### src/ial_pkg.sv
package ial_pkg;

  // field widths of one word on each channel
  localparam int FUNC_W      = 3;
  localparam int POS_W       = 11;
  localparam int WORD_W      = 32;
  localparam int STAT_W      = 2;
  localparam int CNT_OUT_W   = 11;
  localparam int IN_TDATA_W  = 48;
  localparam int OUT_TDATA_W = 48;
  localparam int OUT_PAD_W   = OUT_TDATA_W - (WORD_W + STAT_W + CNT_OUT_W);

  // operation codes
  localparam logic [FUNC_W-1:0] FN_INSERT = 3'd0;
  localparam logic [FUNC_W-1:0] FN_PUSH   = 3'd1;
  localparam logic [FUNC_W-1:0] FN_REMOVE = 3'd2;
  localparam logic [FUNC_W-1:0] FN_POP    = 3'd3;
  localparam logic [FUNC_W-1:0] FN_GET    = 3'd4;
  localparam logic [FUNC_W-1:0] FN_SET    = 3'd5;

  // status codes
  localparam logic [STAT_W-1:0] ST_OK     = 2'd0;
  localparam logic [STAT_W-1:0] ST_BOUNDS = 2'd1;
  localparam logic [STAT_W-1:0] ST_EMPTY  = 2'd2;
  localparam logic [STAT_W-1:0] ST_FULL   = 2'd3;

  // sequencer states
  typedef enum logic [2:0] {
    S_IDLE,
    S_INS,
    S_INS_LAST,
    S_REM_GOT,
    S_REM,
    S_GET,
    S_DONE
  } ial_state_t;

  // one finished result word
  typedef struct packed {
    logic [CNT_OUT_W-1:0] count;
    logic [STAT_W-1:0]    status;
    logic [WORD_W-1:0]    word;
  } ial_res_t;

endpackage

### src/ial_seq.sv
module ial_seq #(
  parameter int CAPACITY = 1024
) (
  input  logic                          clk,
  input  logic                          rst_n,
  input  logic                          in_valid,
  output logic                          in_ready,
  input  logic [ial_pkg::FUNC_W-1:0]    in_func,
  input  logic [ial_pkg::POS_W-1:0]     in_position,
  input  logic [ial_pkg::WORD_W-1:0]    in_word,
  output logic                          res_valid,
  input  logic                          res_ready,
  output ial_pkg::ial_res_t             res,
  output logic                          mem_we,
  output logic [$clog2(CAPACITY)-1:0]   mem_waddr,
  output logic [ial_pkg::WORD_W-1:0]    mem_wdata,
  output logic                          mem_re,
  output logic [$clog2(CAPACITY)-1:0]   mem_raddr,
  input  logic [ial_pkg::WORD_W-1:0]    mem_rdata
);

  localparam int AW = $clog2(CAPACITY);
  localparam int CW = $clog2(CAPACITY + 1);
  localparam int EW = (CW > ial_pkg::POS_W) ? CW : ial_pkg::POS_W;
  localparam int XW = EW + 1;

  ial_pkg::ial_state_t state_r, state_nxt;
  logic [CW-1:0]              count_r, count_nxt;
  logic [AW-1:0]              cur_r, cur_nxt;
  logic [AW-1:0]              pos_r, pos_nxt;
  logic [ial_pkg::WORD_W-1:0] word_r, word_nxt;
  logic [ial_pkg::WORD_W-1:0] res_word_r, res_word_nxt;
  logic [ial_pkg::STAT_W-1:0] res_status_r, res_status_nxt;
  logic                       inc_r, inc_nxt;
  logic                       dec_r, dec_nxt;

  // widened views for index checks
  logic [XW-1:0] pos_e, cnt_e, ins_tgt, rem_tgt;
  logic [CW-1:0] cnt_m1, count_new;
  logic [AW-1:0] cur_m1;
  logic          full;

  assign pos_e   = XW'(in_position);
  assign cnt_e   = XW'(count_r);
  assign ins_tgt = (in_func == ial_pkg::FN_PUSH) ? cnt_e : pos_e;
  assign rem_tgt = (in_func == ial_pkg::FN_POP) ? (cnt_e - XW'(1)) : pos_e;
  assign cnt_m1  = count_r - CW'(1);
  assign cur_m1  = cur_r - AW'(1);
  assign full    = (count_r == CW'(CAPACITY));

  // length after the finished operation
  always_comb begin
    count_new = count_r;
    if (inc_r) begin
      count_new = count_r + CW'(1);
    end else if (dec_r) begin
      count_new = count_r - CW'(1);
    end
  end

  assign in_ready   = (state_r == ial_pkg::S_IDLE);
  assign res_valid  = (state_r == ial_pkg::S_DONE);
  assign res.word   = res_word_r;
  assign res.status = res_status_r;
  assign res.count  = ial_pkg::CNT_OUT_W'(count_new);

  // state and control registers
  always_ff @(posedge clk) begin
    if (!rst_n) begin
      state_r <= ial_pkg::S_IDLE;
      count_r <= '0;
    end else begin
      state_r <= state_nxt;
      count_r <= count_nxt;
    end
  end

  // per-operation working registers
  always_ff @(posedge clk) begin
    cur_r        <= cur_nxt;
    pos_r        <= pos_nxt;
    word_r       <= word_nxt;
    res_word_r   <= res_word_nxt;
    res_status_r <= res_status_nxt;
    inc_r        <= inc_nxt;
    dec_r        <= dec_nxt;
  end

  // sequencer: decode, shift loop over the store, hand off the result
  always_comb begin
    state_nxt      = state_r;
    count_nxt      = count_r;
    cur_nxt        = cur_r;
    pos_nxt        = pos_r;
    word_nxt       = word_r;
    res_word_nxt   = res_word_r;
    res_status_nxt = res_status_r;
    inc_nxt        = inc_r;
    dec_nxt        = dec_r;
    mem_we         = 1'b0;
    mem_waddr      = '0;
    mem_wdata      = '0;
    mem_re         = 1'b0;
    mem_raddr      = '0;

    unique case (state_r)
      ial_pkg::S_IDLE: begin
        if (in_valid) begin
          word_nxt       = in_word;
          pos_nxt        = pos_e[AW-1:0];
          inc_nxt        = 1'b0;
          dec_nxt        = 1'b0;
          res_word_nxt   = '0;
          res_status_nxt = ial_pkg::ST_OK;
          state_nxt      = ial_pkg::S_DONE;
          unique case (in_func) inside
            ial_pkg::FN_INSERT, ial_pkg::FN_PUSH: begin
              pos_nxt = ins_tgt[AW-1:0];
              if (ins_tgt > cnt_e) begin
                res_status_nxt = ial_pkg::ST_BOUNDS;
              end else if (full) begin
                res_status_nxt = ial_pkg::ST_FULL;
              end else begin
                res_word_nxt = in_word;
                inc_nxt      = 1'b1;
                if (ins_tgt == cnt_e) begin
                  // append: no entries to move
                  mem_we    = 1'b1;
                  mem_waddr = ins_tgt[AW-1:0];
                  mem_wdata = in_word;
                end else begin
                  // start moving entries up from the tail
                  mem_re    = 1'b1;
                  mem_raddr = cnt_m1[AW-1:0];
                  cur_nxt   = count_r[AW-1:0];
                  state_nxt = ial_pkg::S_INS;
                end
              end
            end
            ial_pkg::FN_REMOVE, ial_pkg::FN_POP: begin
              pos_nxt = rem_tgt[AW-1:0];
              if (count_r == '0) begin
                res_status_nxt = ial_pkg::ST_EMPTY;
              end else if (rem_tgt >= cnt_e) begin
                res_status_nxt = ial_pkg::ST_BOUNDS;
              end else begin
                dec_nxt   = 1'b1;
                mem_re    = 1'b1;
                mem_raddr = rem_tgt[AW-1:0];
                state_nxt = ial_pkg::S_REM_GOT;
              end
            end
            ial_pkg::FN_GET: begin
              if (pos_e >= cnt_e) begin
                res_status_nxt = ial_pkg::ST_BOUNDS;
              end else begin
                mem_re    = 1'b1;
                mem_raddr = pos_e[AW-1:0];
                state_nxt = ial_pkg::S_GET;
              end
            end
            ial_pkg::FN_SET: begin
              if (pos_e >= cnt_e) begin
                res_status_nxt = ial_pkg::ST_BOUNDS;
              end else begin
                res_word_nxt = in_word;
                mem_we       = 1'b1;
                mem_waddr    = pos_e[AW-1:0];
                mem_wdata    = in_word;
              end
            end
            default: begin
            end
          endcase
        end
      end

      // move one entry up per cycle, next read overlaps this write
      ial_pkg::S_INS: begin
        mem_we    = 1'b1;
        mem_waddr = cur_r;
        mem_wdata = mem_rdata;
        if (cur_m1 > pos_r) begin
          mem_re    = 1'b1;
          mem_raddr = cur_r - AW'(2);
          cur_nxt   = cur_m1;
        end else begin
          state_nxt = ial_pkg::S_INS_LAST;
        end
      end

      // drop the new word into the opened slot
      ial_pkg::S_INS_LAST: begin
        mem_we    = 1'b1;
        mem_waddr = pos_r;
        mem_wdata = word_r;
        state_nxt = ial_pkg::S_DONE;
      end

      // removed word is back, start closing the gap
      ial_pkg::S_REM_GOT: begin
        res_word_nxt = mem_rdata;
        cur_nxt      = pos_r;
        if ((XW'(pos_r) + XW'(1)) < cnt_e) begin
          mem_re    = 1'b1;
          mem_raddr = pos_r + AW'(1);
          state_nxt = ial_pkg::S_REM;
        end else begin
          state_nxt = ial_pkg::S_DONE;
        end
      end

      // move one entry down per cycle
      ial_pkg::S_REM: begin
        mem_we    = 1'b1;
        mem_waddr = cur_r;
        mem_wdata = mem_rdata;
        if ((XW'(cur_r) + XW'(2)) < cnt_e) begin
          mem_re    = 1'b1;
          mem_raddr = cur_r + AW'(2);
          cur_nxt   = cur_r + AW'(1);
        end else begin
          state_nxt = ial_pkg::S_DONE;
        end
      end

      ial_pkg::S_GET: begin
        res_word_nxt = mem_rdata;
        state_nxt    = ial_pkg::S_DONE;
      end

      // wait for the output register, then commit the length
      ial_pkg::S_DONE: begin
        if (res_ready) begin
          count_nxt = count_new;
          state_nxt = ial_pkg::S_IDLE;
        end
      end

      default: begin
        state_nxt = ial_pkg::S_IDLE;
      end
    endcase
  end

endmodule

### config.mk
export PLATFORM = sky130hd
export DESIGN_NAME = ial_seq
export DESIGN_NICKNAME = d
export VERILOG_FILES = /design/src/ial_pkg.sv /design/src/ial_seq.sv
export SDC_FILE = /design/constraint.sdc
export NUM_CORES = 1
export LEC_CHECK = 0
export BUFFER_PORTS_ARGS = -buffer_cell sky130_fd_sc_hd__buf_2
export CORE_UTILIZATION = 45
export DETAILED_ROUTE_END_ITERATION = 16
export GPL_ROUTABILITY_DRIVEN = 0
export PLACE_DENSITY = 0.68
export REMOVE_ABC_BUFFERS = 1
export SYNTH_ARGS = -nofsm -noshare
export SYNTH_HDL_FRONTEND = slang
export SYNTH_SLANG_ARGS = --single-unit
### constraint.sdc
create_clock -name clk -period 7.2 [get_ports clk]
set_input_delay 1.44 -clock clk [delete_from_list [all_inputs] [get_ports clk]]
set_output_delay 1.44 -clock clk [all_outputs]
set_load 0.01 [all_outputs]
* Word-level counts from Yosys, hierarchy flattened
Cells that the tools add are included.
Word-level totals: register bits after elaboration 102, input port bits 82, output and inout bits 101, word-level logic and storage cells 148
Operators by class: add/sub/neg operators 10, order comparisons 6, equal/unequal tests 23, multiplexer cells 81, bitwise gates (word level) 1, reduce and logical (&&, ||, !) cells 18
Operators by type and width (number):
- $mux W32 | 8
- $mux W10 | 21
- $pmux W32 S2 | 3
- $pmux W32 S3 | 1
- $pmux W10 S4 | 2
- $pmux W10 S3 | 2
- $pmux W10 S2 | 2
- $mux W11 | 3
- $mux W3 | 9
- $lt A11 B11 Y1 | 2
- $add A10 B1 Y10 const B | 2
- $pmux W3 S6 | 1
- $mux W1 | 17
- $ne A2 B2 Y1 const B | 8
- $eq A3 B3 Y1 const B | 5
- $reduce_or A2 Y1 | 7
- $eq A3 B2 Y1 const B | 4
- $ge A12 B11 Y1 | 1
- $mux W12 | 1
- $sub A11 B1 Y12 const B | 1
- $add A10 B1 Y11 const B | 1
- $add A10 B2 Y11 const B | 1
- $add A11 B1 Y11 const B | 1
- $eq A11 B11 Y1 | 1
- other kinds (25) | 35

* Longest topological paths before layout
Gate-level depths: netlist of run 1.
depth after elaboration 9, depth in mapped cells 16, depth with buffers taken out 14

* Worst setup path before layout of run 1
No wires, ideal clock.
path type input to output, start point input in_func[0] (netlist bit), end point output mem_wdata[0] (netlist bit), arrival time 4557 ps, setup slack 1203 ps, cell stages on the path 14, buffers on the path 3, cells stage by stage clkbuf_1 > nand2_1 > nor2_1 > buf_1 > mux2_2 > ha_1 > nand4_1 > nor2_1 > and4_1 > nand2_1 > o21a_1 > nor3_1 > clkbuf_1 > a21o_1
Between the ends: cells in the longest elaborated chain, start to end 9, elaborated cells between the ends (all ways) 13
RTL lines:
- start: declaration | line ial_seq.sv:8 | input logic [ial_pkg::FUNC_W-1:0] in_func,
- parallel branches: the longest is 6 deep, another holds $gt A11 B11 Y1
- $pmux W32 S2 * | line ial_seq.sv:116 | unique case (in_func) inside
- $mux W32 * | line ial_seq.sv:108 | if (in_valid) begin
- $pmux W32 S3 * | line ial_seq.sv:106 | unique case (state_r)
- end: declaration | line ial_seq.sv:16 | output logic [ial_pkg::WORD_W-1:0] mem_wdata,
Every way passes the cells marked *.

* Worst setup path in the final report of run 1
start point register count_r[1], end point output mem_raddr[0]
Between the ends: cells in the longest elaborated chain, start to end 8, elaborated cells between the ends (all ways) 22
RTL lines:
- start: declaration | line ial_seq.sv:28 | logic [CW-1:0] count_r, count_nxt;
- start signal: assignment | line ial_seq.sv:74 | count_r <= count_nxt;
- $sub A11 B1 Y12 or $mux W11 (tied branches) | line ial_seq.sv:46, ial_seq.sv:45
- $mux W12 or $eq A11 B11 Y1 (tied branches) | line ial_seq.sv:46, ial_seq.sv:126
- $ge A12 B11 Y1 or $mux W10 (tied branches) | line ial_seq.sv:144, ial_seq.sv:126
- $mux W10, on equally long branches | line ial_seq.sv:144, ial_seq.sv:121
- $mux W10, on equally long branches | line ial_seq.sv:142, ial_seq.sv:119
- $pmux W10 S3 | line ial_seq.sv:116
- $mux W10 | line ial_seq.sv:108
- $pmux W10 S4 * | line ial_seq.sv:106
- end: declaration | line ial_seq.sv:18 | output logic [$clog2(CAPACITY)-1:0] mem_raddr,
Every way passes the cells marked *; elsewhere a longest branch is shown, timed or not.

==> results of run 1 <==
registers in the layout, indices dropped and copies added, names as in the netlist:
signal / count
word_r: 32
inc_r: 1
count_r: 11
pos_r: 10
state_r: 3
res_status_r: 2
res_word_r: 32
cur_r: 10
dec_r: 1
logic make-up after synthesis:
logic type / Yosys count
AO/OA/AOI/OAI: 286
AND/OR/NAND/NOR: 229
XOR/XNOR: 62
buffers and inverters: 108
flip-flops: 102
multiplexers: 23
adder cells (fa/ha/maj): 72
metal layers:
| layer | vias up | share of wire | wire length [um] |
|---|---|---|---|
| met3 | 71 | 0.10 | 2700 |
| met5 | - | 0 | 0 |
| li1 | 3638 | - | - |
| met2 | 474 | 0.45 | 11900 |
| met4 | 0 | 0.032 | 854 |
| met1 | 3592 | 0.42 | 11300 |
placed cells by master, fill, tap and decap left out, types with 5 or more instances in the layout:
| master | count |
|---|---|
| o211ai_1 | 7 |
| edfxtp_1 | 88 |
| nand3_1 | 25 |
| and2_1 | 12 |
| xor2_1 | 11 |
| nor3_1 | 9 |
| buf_4 | 11 |
| a21boi_0 | 5 |
| nand2b_1 | 6 |
| clkbuf_16 | 9 |
| nand4_1 | 7 |
| nand2_1 | 85 |
| mux2_2 | 8 |
| nor2b_1 | 9 |
| a221oi_1 | 6 |
| nor2_1 | 39 |
| dfxtp_1 | 14 |
| buf_2 | 182 |
| and3_1 | 10 |
| a22oi_1 | 13 |
| inv_1 | 51 |
| o31ai_1 | 6 |
| a31oi_1 | 5 |
| a211oi_1 | 9 |
| a22o_1 | 65 |
| o221ai_1 | 18 |
| xnor2_1 | 50 |
| ha_1 | 72 |
| o21ai_0 | 34 |
| mux2i_1 | 15 |
| a21o_1 | 37 |
| a21oi_1 | 38 |
| o22ai_1 | 12 |
critical path: stages (launching register included):
cell and delay (ns):
dfxtp_1 0.72, inv_1 0.45, ha_1 0.46, nand2_1 0.14, nor3_1 0.06, xnor2_1 0.39
o21ai_0 0.20, ha_1 0.34, o21a_1 0.17, a21oi_1 0.13, o31ai_1 0.11, a41o_1 0.30
o2bb2ai_1 0.39, nand2_1 0.28, o221ai_1 0.31, buf_2 0.19
worst max-delay path by stage:
stage / start / to / slack, ns / depth (start not counted)
6_report: count_r[1]$_SDFFE_PN0P_ / mem_raddr[0] / 0.74 / 15
5_1_grt: in_func[2] / mem_raddr[2] / 0.56 / 13
4_1_cts: in_func[2] / mem_raddr[0] / 0.87 / 13
3_5_place_dp: in_func[2] / mem_raddr[0] / 0.88 / 13
3_3_place_gp: in_func[2] / mem_raddr[0] / 1.01 / 13
2_1_floorplan: in_func[2] / mem_wdata[0] / 0.12 / 12
Yosys cell counts (8+ instances only):
library cell	count	area [um2]
mux2i_1	15	150
clkbuf_1	43	161
nor2_1	40	150
edfxtp_1	88	2640
o21ai_0	35	175
and2_1	12	75.1
xnor2_1	50	438
a21o_1	37	278
o221ai_1	18	158
nor3_1	11	55.1
and3_1	10	62.6
nand3_1	25	125
dfxtp_1	14	280
a22o_1	65	569
a211oi_1	9	67.6
a21oi_1	38	190
nor2b_1	9	56.3
buf_2	8	40.0
ha_1	72	901
nand2_1	85	319
a22oi_1	13	97.6
mux2_2	8	90.1
xor2_1	11	96.3
inv_1	52	195
o22ai_1	12	75.1
final cells by class:
class,count,area [um2]
fill,1640,8330
inverter,53,199
clock buffer,10,229
clock inverter,6,68.8
tap,229,287
sequential,102,2920
multi-input combinational,672,4930
timing repair buffer,193,993
stage by stage:
step                setup slack, ns  cell area, um2  cells
floorplan                     0.121            8030    827
global placement               1.01            9340   1249
detailed placement            0.877            9340   1249
CTS                           0.867            9630   1265
global route                  0.563            9630   1265
finish                        0.739            9630   1265
power by group through the flow:
stage | logic [uW] | registers (uW) | clock network [uW]
global route | 761 | 777 | 529
detailed placement | 681 | 781 | 0
finish | 690 | 771 | 498
CTS | 684 | 768 | 510
global placement | 675 | 780 | 0
floorplan | 427 | 776 | 0
==> results.py, run 1 <==
metrics = {
    "sta": {
        "period_share": 0.897,
        "tns_ns": 0,
        "hold_ws_ns": 0.671,
        "final-max-slew-violation-count": 0,
        "fmax_mhz": 155,
        "tightest_slew_ns": 1.09,
        "min_period_ns": 6.46,
        "finalClockSkew_ns": 0.0110,
        "grt_setup_unrepaired": "no",
        "relSlewSlack": 0.271,
        "finalHoldViolCount": 0,
        "setup_viol": 0,
    },
    "cells_and_area": {
        "utilization": 0.536,
        "num_antenna_cells": 0,
        "nets": 1185,
        "layout-drive-gt1-share": 0.224,
        "syn_to_final_growth_pct": 16.9,
    },
    "setup_path": {
        "reg2reg_depth": 13,
        "path_max_fanout": 12,
        "r2r-start": "count_r[1]$_SDFFE_PN0P_",
        "endpoint_kind": "output port",
        "cp-start-kind": "register",
        "worst-setup-path-type": "register to output port",
        "worstPathRequired_ns": 5.76,
        "reg2reg_to": "state_r[0]$_SDFFE_PN0P_",
        "r2r_setup_slack_ns": 2.89,
        "crit_arrival_ns": 5.02,
    },
    "route": {
        "wirelength_um": 26800,
        "via_per_inst": 6.15,
        "vias": 7775,
        "first_pass_iters": 5,
        "drc": 0,
        "drt_iter0_drc": 767,
        "ant_nets": 0,
        "wl_per_cell_um": 21.2,
    },
    "clocking": {
        "cts_tree": "done",
        "hold_buffers": 0,
        "h-tree-depth": 3,
        "clk_pin_slew_ns": 0.07,
        "clkSinkCount": 102,
        "clockBufferDepth": 2,
        "cts_setup_buffers": 0,
        "cts_resized": 0,
        "clk_latency_ns": 0.36,
        "cts_buffers": 9,
        "clockRootBuffer": "clkbuf_16",
    },
    "power_and_ir_drop": {
        "power_leakage_uw": 0.00424,
        "clock_power_share": 0.254,
        "switching_share": 0.352,
        "p_seq_frac": 0.393,
        "p_sw_uw": 689,
        "p_comb_frac": 0.352,
        "finalPower_uw": 1960,
        "p_int_uw": 1270,
        "power_density_nw_per_um2": 203,
        "ir_worst_vdd_uv": 141,
    },
    "logic_synthesis": {
        "synth_compound_area_frac": 0.255,
        "async_reset_ff_frac": 0,
        "synth-xor-area-share": 0.0668,
        "synthMuxAreaShare": 0.0291,
        "avgSynthCellArea_um2": 9.35,
        "synthesis.area_um2": 8240,
        "synth_edf_count": 88,
        "ys_ff_latch": 102,
        "synth_top_family_by_area": "compound AO/OA/AOI/OAI gates",
        "yosys_most_used_dff": "edfxtp_1",
        "synth.distinct_cells": 64,
        "ys_seq_area_frac": 0.355,
        "syn-instance-count": 882,
        "synth-simple-area-share": 0.134,
        "synth_fa_ha_area_frac": 0.109,
        "yosysWarnings": 0,
    },
    "placed_design": {
        "dp_hpwl_um": 20500,
        "io_buffers": 182,
    },
    "global_route": {
        "grt_pass1_wl_um": 40300,
        "met3_usage": 0.0611,
        "grt-ovfl-total": 0,
        "antenna_found_initial": 1,
        "grt_use_met2": 0.446,
        "grt_pass1_vias": 7216,
        "grt.busiest_layer": "met2",
        "grt_start_max_net_pins": 34,
        "grtUsageMet1": 0.379,
        "track_usage": 0.284,
    },
    "min_path": {
        "hold_depth": 2,
        "hold_path_class": "register to register",
        "min_to": "count_r[5]$_SDFFE_PN0P_",
        "hold_start": "count_r[5]$_SDFFE_PN0P_",
    },
    "status": {
        "status": "completed",
    },
    "floorplan": {
        "io-pin-count": 183,
        "die_area_um2": 18900,
        "die_h_um": 137,
        "row_count": 49,
        "core-area_um2": 18000,
        "die_w_um": 137,
        "start_util": 0.459,
    },
    "flow_run": {
        "max_cap_viol_count": 0,
    },
}
Note: power is estimated with default switching activity, not from simulation.
==> inputs of run 2 (changes only) <==
--- a/config.mk
+++ b/config.mk
@@ -7,2 +7,3 @@
 export LEC_CHECK = 0
+export ABC_AREA = 1
 export BUFFER_PORTS_ARGS = -buffer_cell sky130_fd_sc_hd__buf_2
@@ -11,3 +12,3 @@
 export GPL_ROUTABILITY_DRIVEN = 0
-export PLACE_DENSITY = 0.68
+export PLACE_DENSITY = 0.7
 export REMOVE_ABC_BUFFERS = 1
==> constraint.sdc (replaced) <==
create_clock -name clk -period 5.7 [get_ports clk]
set_input_delay 1.14 -clock clk [delete_from_list [all_inputs] [get_ports clk]]
set_output_delay 1.14 -clock clk [all_outputs]
set_load 0.005 [all_outputs]
==> run 2 against run 1 <==
- area after synthesis up 7.5%
- critical endpoint is now mem_wdata[19]
- sequential cell count unchanged
- global-route usage up 0.56 points
- power up 110%
- synthesized cell count up 31%
- first-iteration DRC count up 46%
- sequential power up 62%
- utilization up 0.24 points
- final cell count up 25%
- sequential share of layout area down 1.8 points
- register-to-register slack worse by 0.79 ns
- clock power up 32%
==> results.py, run 2 <==
metrics = {
    "min_path": {
        "hold_depth": 2,
        "min_to": "state_r[2]$_SDFFE_PN0P_",
        "hold_start": "state_r[2]$_SDFFE_PN0P_",
        "hold_path_class": "register to register",
    },
    "cells_and_area": {
        "nets": 1469,
        "layout-drive-gt1-share": 0.204,
        "mostFrequentLayoutCells": "nand2_1 (244), buf_2 (182), inv_1 (153)",
        "syn_to_final_growth_pct": 15.6,
        "utilization": 0.539,
        "mostFrequentLayoutCell": "nand2_1",
        "n_fill_cell": 1882,
        "reg.largest.list": "res_word_r (32), word_r (32), count_r (11)",
        "num_antenna_cells": 0,
    },
    "route": {
        "wl_per_cell_um": 18.8,
        "via_per_inst": 5.76,
        "first_pass_iters": 6,
        "ant_nets": 0,
        "vias": 9106,
        "wirelength_um": 29600,
        "drt_iter0_drc": 1121,
        "drc": 0,
    },
    "sta": {
        "finalHoldViolCount": 0,
        "grt_setup_unrepaired": "no",
        "fmax_mhz": 187,
        "tns_ns": 0,
        "tightest_slew_ns": 0.896,
        "setup_viol": 0,
        "period_share": 0.938,
        "final-max-slew-violation-count": 0,
        "min_period_ns": 5.34,
        "relSlewSlack": 0.402,
        "finalClockSkew_ns": 0.00948,
    },
    "setup_path": {
        "worst-setup-path-type": "input pin to output port",
        "cpPeakStageDelay_ns": 0.67,
        "cp-start-kind": "input pin",
        "cp_cell_sequence": "buf_2 -> nor2_1 -> inv_1 -> nor2_2 -> inv_1 -> o21ai_0 -> inv_1 -> ha_1 -> nand4_2 -> inv_1 -> nand2_2 -> inv_4 -> nor2_4 -> inv_1 -> nand3_1 -> nand3_1 -> buf_2",
        "worstPathRequired_ns": 4.56,
        "crit_top_cell": "inv_1",
        "worst_path_max_delay_cell": "nor2_4",
        "crit_arrival_ns": 4.20,
        "crit_family": "simple AND/OR/NAND/NOR gates",
        "r2r_setup_slack_ns": 2.10,
        "endpoint_kind": "output port",
        "r2r-start": "cur_r[1]$_DFFE_PP_",
        "reg2reg_to": "state_r[1]$_SDFFE_PN0P_",
        "critPathBufInv": 8,
        "reg2reg_depth": 17,
        "path_max_fanout": 31,
    },
    "power_and_ir_drop": {
        "power_density_nw_per_um2": 404,
        "power_leakage_uw": 0.00479,
        "ir_worst_vdd_uv": 202,
    },
    "logic_synthesis": {
        "synth.distinct_cells": 56,
        "syn-instance-count": 1154,
        "synth_area_leader_cell": "edfxtp_1",
        "yosys_most_used_dff": "edfxtp_1",
        "async_reset_ff_frac": 0,
        "ys_seq_area_frac": 0.330,
        "synth_top_cells_by_count": "nand2_1 (244), inv_1 (154), edfxtp_1 (88)",
        "avgSynthCellArea_um2": 7.68,
        "synth_edf_count": 88,
        "synth_area_leaders": "edfxtp_1 (30%), nand2_1 (10%), ha_1 (10%)",
        "synth_top_area_frac": 0.298,
        "synthesis.area_um2": 8860,
        "ys_ff_latch": 102,
        "yosysMostFrequentCell": "nand2_1",
        "yosysWarnings": 0,
    },
    "clocking": {
        "cts_tree": "done",
        "h-tree-depth": 3,
        "cts_setup_buffers": 0,
        "clk_pin_slew_ns": 0.08,
        "clkSinkCount": 102,
        "cts_buffers": 9,
        "clk_latency_ns": 0.36,
        "hold_buffers": 0,
        "clockBufferDepth": 2,
        "cts_resized": 0,
        "clockRootBuffer": "clkbuf_16",
    },
    "global_route": {
        "grt_start_max_net_pins": 47,
        "antenna_found_initial": 0,
        "grt-ovfl-total": 0,
        "grt_pass1_wl_um": 44900,
        "track_usage": 0.289,
        "grt_pass1_vias": 8377,
    },
    "placed_design": {
        "dp_hpwl_um": 22300,
        "io_buffers": 182,
    },
    "floorplan": {
        "row_count": 50,
        "io-pin-count": 183,
        "die_area_um2": 20300,
        "die_w_um": 142,
        "die_h_um": 142,
        "core-area_um2": 19000,
        "start_util": 0.466,
    },
    "flow_run": {
        "max_cap_viol_count": 0,
    },
    "status": {
        "status": "completed",
    },
}
## run 2: cell count changes after synthesis, moves of 34 or more
cell and delta:
a21o_1 -35, a22o_1 -65, a22oi_1 +34, inv_1 +102
nand2_1 +159, o21ai_1 +35, xnor2_1 -48
## run 2: kinds of logic (layout without fill, tap and decap cells)
logic type	after synthesis	count (layout)	share of synthesized area
DFF	102	102	0.330
adders and majority gates	72	72	0.102
buffers and inverters	217	383	0.105
xor gates and xnor gates	30	30	0.0297
and+or+nand+nor	442	442	0.229
AOI/OAI and AO/OA	291	291	0.204
## run 2: worst max path at each step
stage                                to  startpoint  slack [ns]  cells past startpoint
after global placement    mem_wdata[23]  in_func[1]        0.51                     17
after floorplan           mem_wdata[19]  in_func[0]        1.10                     16
final                     mem_wdata[19]  in_func[1]        0.36                     17
after detailed placement  mem_wdata[23]  in_func[1]        0.41                     17
after global routing       mem_raddr[3]  in_func[2]       0.006                     16
after CTS                 mem_wdata[23]  in_func[1]        0.41                     17
## run 2: stage by stage
stage	hold slack, ns	instance area [um2]	cells	worst slack (ns)	total power, uW
detailed placement	0.651	9940	1564	0.410	3450
global placement	0.647	9940	1564	0.506	3420
floorplan	0.575	8550	1103	1.10	2580
finish	0.668	10200	1580	0.355	4140
global route	0.697	10200	1580	0.00626	4430
CTS	0.666	10200	1580	0.408	4110
## run 2: layout make-up
cell class,instances,area [um2],share of cell area
Clock inverter,7,78.8,0.00770
Sequential cell,102,2920,0.285
Multi-Input combinational cell,835,5010,0.489
Inverter,166,627,0.0612
Clock buffer,9,225,0.0220
Tap cell,260,325,0.0318
Timing Repair Buffer,201,1050,0.103
## run 2: per-layer routing
metal / vias to the layer above / share of wire / GRT usage
met3: 89 / 0.086 / 0.0474
li1: 4320 / - / -
met2: 477 / 0.46 / 0.456
met4: 0 / 0.047 / 0.143
met5: - / 0 / 0
met1: 4220 / 0.41 / 0.384
## run 2: power by group
part | switching [uW] | total (uW) | internal [uW] | leakage (uW)
clock | 341 | 658 | 316 | 0.000151
combinational | 1430 | 2230 | 795 | 0.00368
sequential | 182 | 1250 | 1070 | 0.000961
total | 1960 | 4140 | 2180 | 0.00479
## run 2: worst reg2reg max path, stage by stage, from the launching register on
cell	delay, ns
edfxtp_1	0.49
inv_1	0.29
ha_1	0.25
nand2_1	0.13
inv_1	0.10
nand4_1	0.13
nor2_1	0.15
xor2_1	0.23
ha_1	0.29
nand2_1	0.14
nor2_1	0.08
nand3_1	0.08
o2111ai_1	0.15
nand3_1	0.45
nand2_1	0.19
nor2_1	0.18
nand2_1	0.07
a21oi_1	0.12
==> inputs of run 3 (changes only) <==
CORE_ASPECT_RATIO = 0.6   (was unset)
==> run 3 against run 2 <==
- combinational power rose by 2%
- count of clock-buffer cells in the layout stayed put
- first-iteration DRC count decreased by 2.1%
- utilization shrank 0.12 points
- worst hold slack worse by 0.0023 ns
- critical path depth increased by 1
- sequential share of layout area decreased by 0.10 points
- sequential power hardly changed
- register-to-register slack worse by 0.44 ns
- clock skew up 0.00071 ns
- final cell count rose by 0.63%
- clock power down 2%
- critical path type is now register to output port
- critical endpoint is now mem_raddr[7]
- largest power group unchanged
==> results.py, run 3 (same netlist as run 2, synthesis figures left out) <==
metrics = {
    "status": {
        "status": "completed",
    },
    "clocking": {
        "hold_buffers": 0,
        "clk_latency_ns": 0.36,
        "cts_setup_buffers": 0,
        "h-tree-depth": 3,
        "cts_buffers": 9,
        "clkSinkCount": 102,
        "clockBufferDepth": 2,
        "clockRootBuffer": "clkbuf_16",
        "cts_resized": 0,
        "clk_pin_slew_ns": 0.08,
        "cts_tree": "done",
    },
    "sta": {
        "setup_ws_ns": 0.116,
        "min_period_ns": 5.58,
        "finalHoldViolCount": 0,
        "period_share": 0.980,
        "tightest_slew_ns": 1.01,
        "setup_viol": 0,
        "fmax_mhz": 179,
        "final-max-slew-violation-count": 0,
        "finalClockSkew_ns": 0.0102,
        "grt_setup_unrepaired": "no",
        "tns_ns": 0,
        "hold_ws_ns": 0.666,
        "relSlewSlack": 0.323,
    },
    "setup_path": {
        "r2r-start": "count_r[2]$_SDFFE_PN0P_",
        "worstPathRequired_ns": 4.56,
        "path_max_fanout": 11,
        "reg2reg_depth": 16,
        "cp-start-kind": "register",
        "critPathLaunch": "count_r[2]$_SDFFE_PN0P_",
        "r2r_setup_slack_ns": 1.66,
        "worst-setup-path-type": "register to output port",
        "reg2reg_to": "res_status_r[0]$_DFFE_PP_",
        "endpoint_kind": "output port",
        "crit_arrival_ns": 4.44,
    },
    "floorplan": {
        "core-area_um2": 19100,
        "die_area_um2": 20300,
        "row_count": 39,
        "io-pin-count": 183,
        "start_util": 0.463,
        "die_w_um": 183,
        "die_h_um": 111,
    },
    "global_route": {
        "antenna_found_initial": 2,
        "track_usage": 0.313,
        "grt_start_max_net_pins": 47,
        "grt.busiest_layer": "met1",
        "grtUsageMet1": 0.463,
        "grt_pass1_wl_um": 47800,
        "grt_pass1_vias": 8422,
        "grt_use_met2": 0.413,
        "grt-ovfl-total": 0,
        "met3_usage": 0.117,
    },
    "power_and_ir_drop": {
        "finalPower_uw": 4200,
        "power_leakage_uw": 0.00480,
        "power_density_nw_per_um2": 409,
        "ir_worst_vdd_uv": 217,
    },
    "route": {
        "ant_nets": 0,
        "via_per_inst": 5.91,
        "first_pass_iters": 8,
        "wl_per_cell_um": 20.1,
        "drc": 0,
        "vias": 9392,
        "wirelength_um": 32000,
        "drt_iter0_drc": 1098,
    },
    "min_path": {
        "hold_depth": 2,
        "min_to": "state_r[2]$_SDFFE_PN0P_",
        "hold_start": "state_r[2]$_SDFFE_PN0P_",
        "hold_path_class": "register to register",
    },
    "flow_run": {
        "max_cap_viol_count": 0,
    },
    "cells_and_area": {
        "num_antenna_cells": 0,
        "layout-drive-gt1-share": 0.206,
        "syn_to_final_growth_pct": 16.0,
        "nets": 1473,
        "mostFrequentLayoutCell": "nand2_1",
        "n_fill_cell": 1879,
        "utilization": 0.537,
        "multi_input_area_um2": 5020,
        "mostFrequentLayoutCells": "nand2_1 (244), buf_2 (182), inv_1 (153)",
        "reg.largest.list": "res_word_r (32), word_r (32), count_r (11)",
        "seq_area_um2": 2920,
    },
    "placed_design": {
        "dp_hpwl_um": 24700,
        "dp_slack_ns": 0.417,
        "io_buffers": 182,
    },
}
==> run 3: cell count changes in the layout (fill, tap and decap cells not counted) <==
cell        change
nor2_4          +1
buf_4           +4
clkinvlp_4      +1
inv_6           +1
inv_8           -2
nor2_2          -1
==> run 3: report_power, final <==
| part | switching [uW] | total (uW) | internal (uW) |
|---|---|---|---|
| registers | 206 | 1280 | 1070 |
| clock network | 331 | 643 | 311 |
| logic | 1490 | 2280 | 796 |
==> run 3: through the flow <==
stage,instances,instance area [um2]
after detailed placement,1574,9980
after global placement,1574,9980
after global routing,1590,10300
final,1590,10300
after CTS,1590,10300
after floorplan,1103,8550
==> run 3: layout make-up <==
class,instances,area share
clock buffer,9,0.0219
clock inverter,7,0.00706
inverter,166,0.0610
multi-input combinational,835,0.488
sequential,102,0.284
tap,266,0.0324
timing repair buffer,205,0.105
==> run 3: layer usage <==
metal / wire length, um / share of wire
met1: 14100 / 0.44
met2: 12300 / 0.38
met3: 4630 / 0.14
met4: 956 / 0.030
met5: 23 / 0.00072
==> run 3: critical path: stages (launching register included) <==
cell,delay [ns]
dfxtp_1,0.54
nor2_4,0.23
nand2_2,0.10
nor2_4,0.25
nand2_1,0.11
xor2_1,0.58
o21ai_0,0.43
inv_1,0.15
ha_1,0.25
a21oi_1,0.15
o21bai_1,0.08
a21oi_1,0.12
nand2_1,0.11
nor2_4,0.17
nand3_4,0.15
nor2_1,0.12
o21ai_0,0.25
nand2_1,0.14
buf_2,0.12
==> run 3: worst max path at each step <==
stage | end
detailed placement | mem_raddr[9]
CTS | mem_raddr[9]
global placement | mem_raddr[7]
finish | mem_raddr[7]
global route | mem_raddr[8]
floorplan | mem_wdata[19]
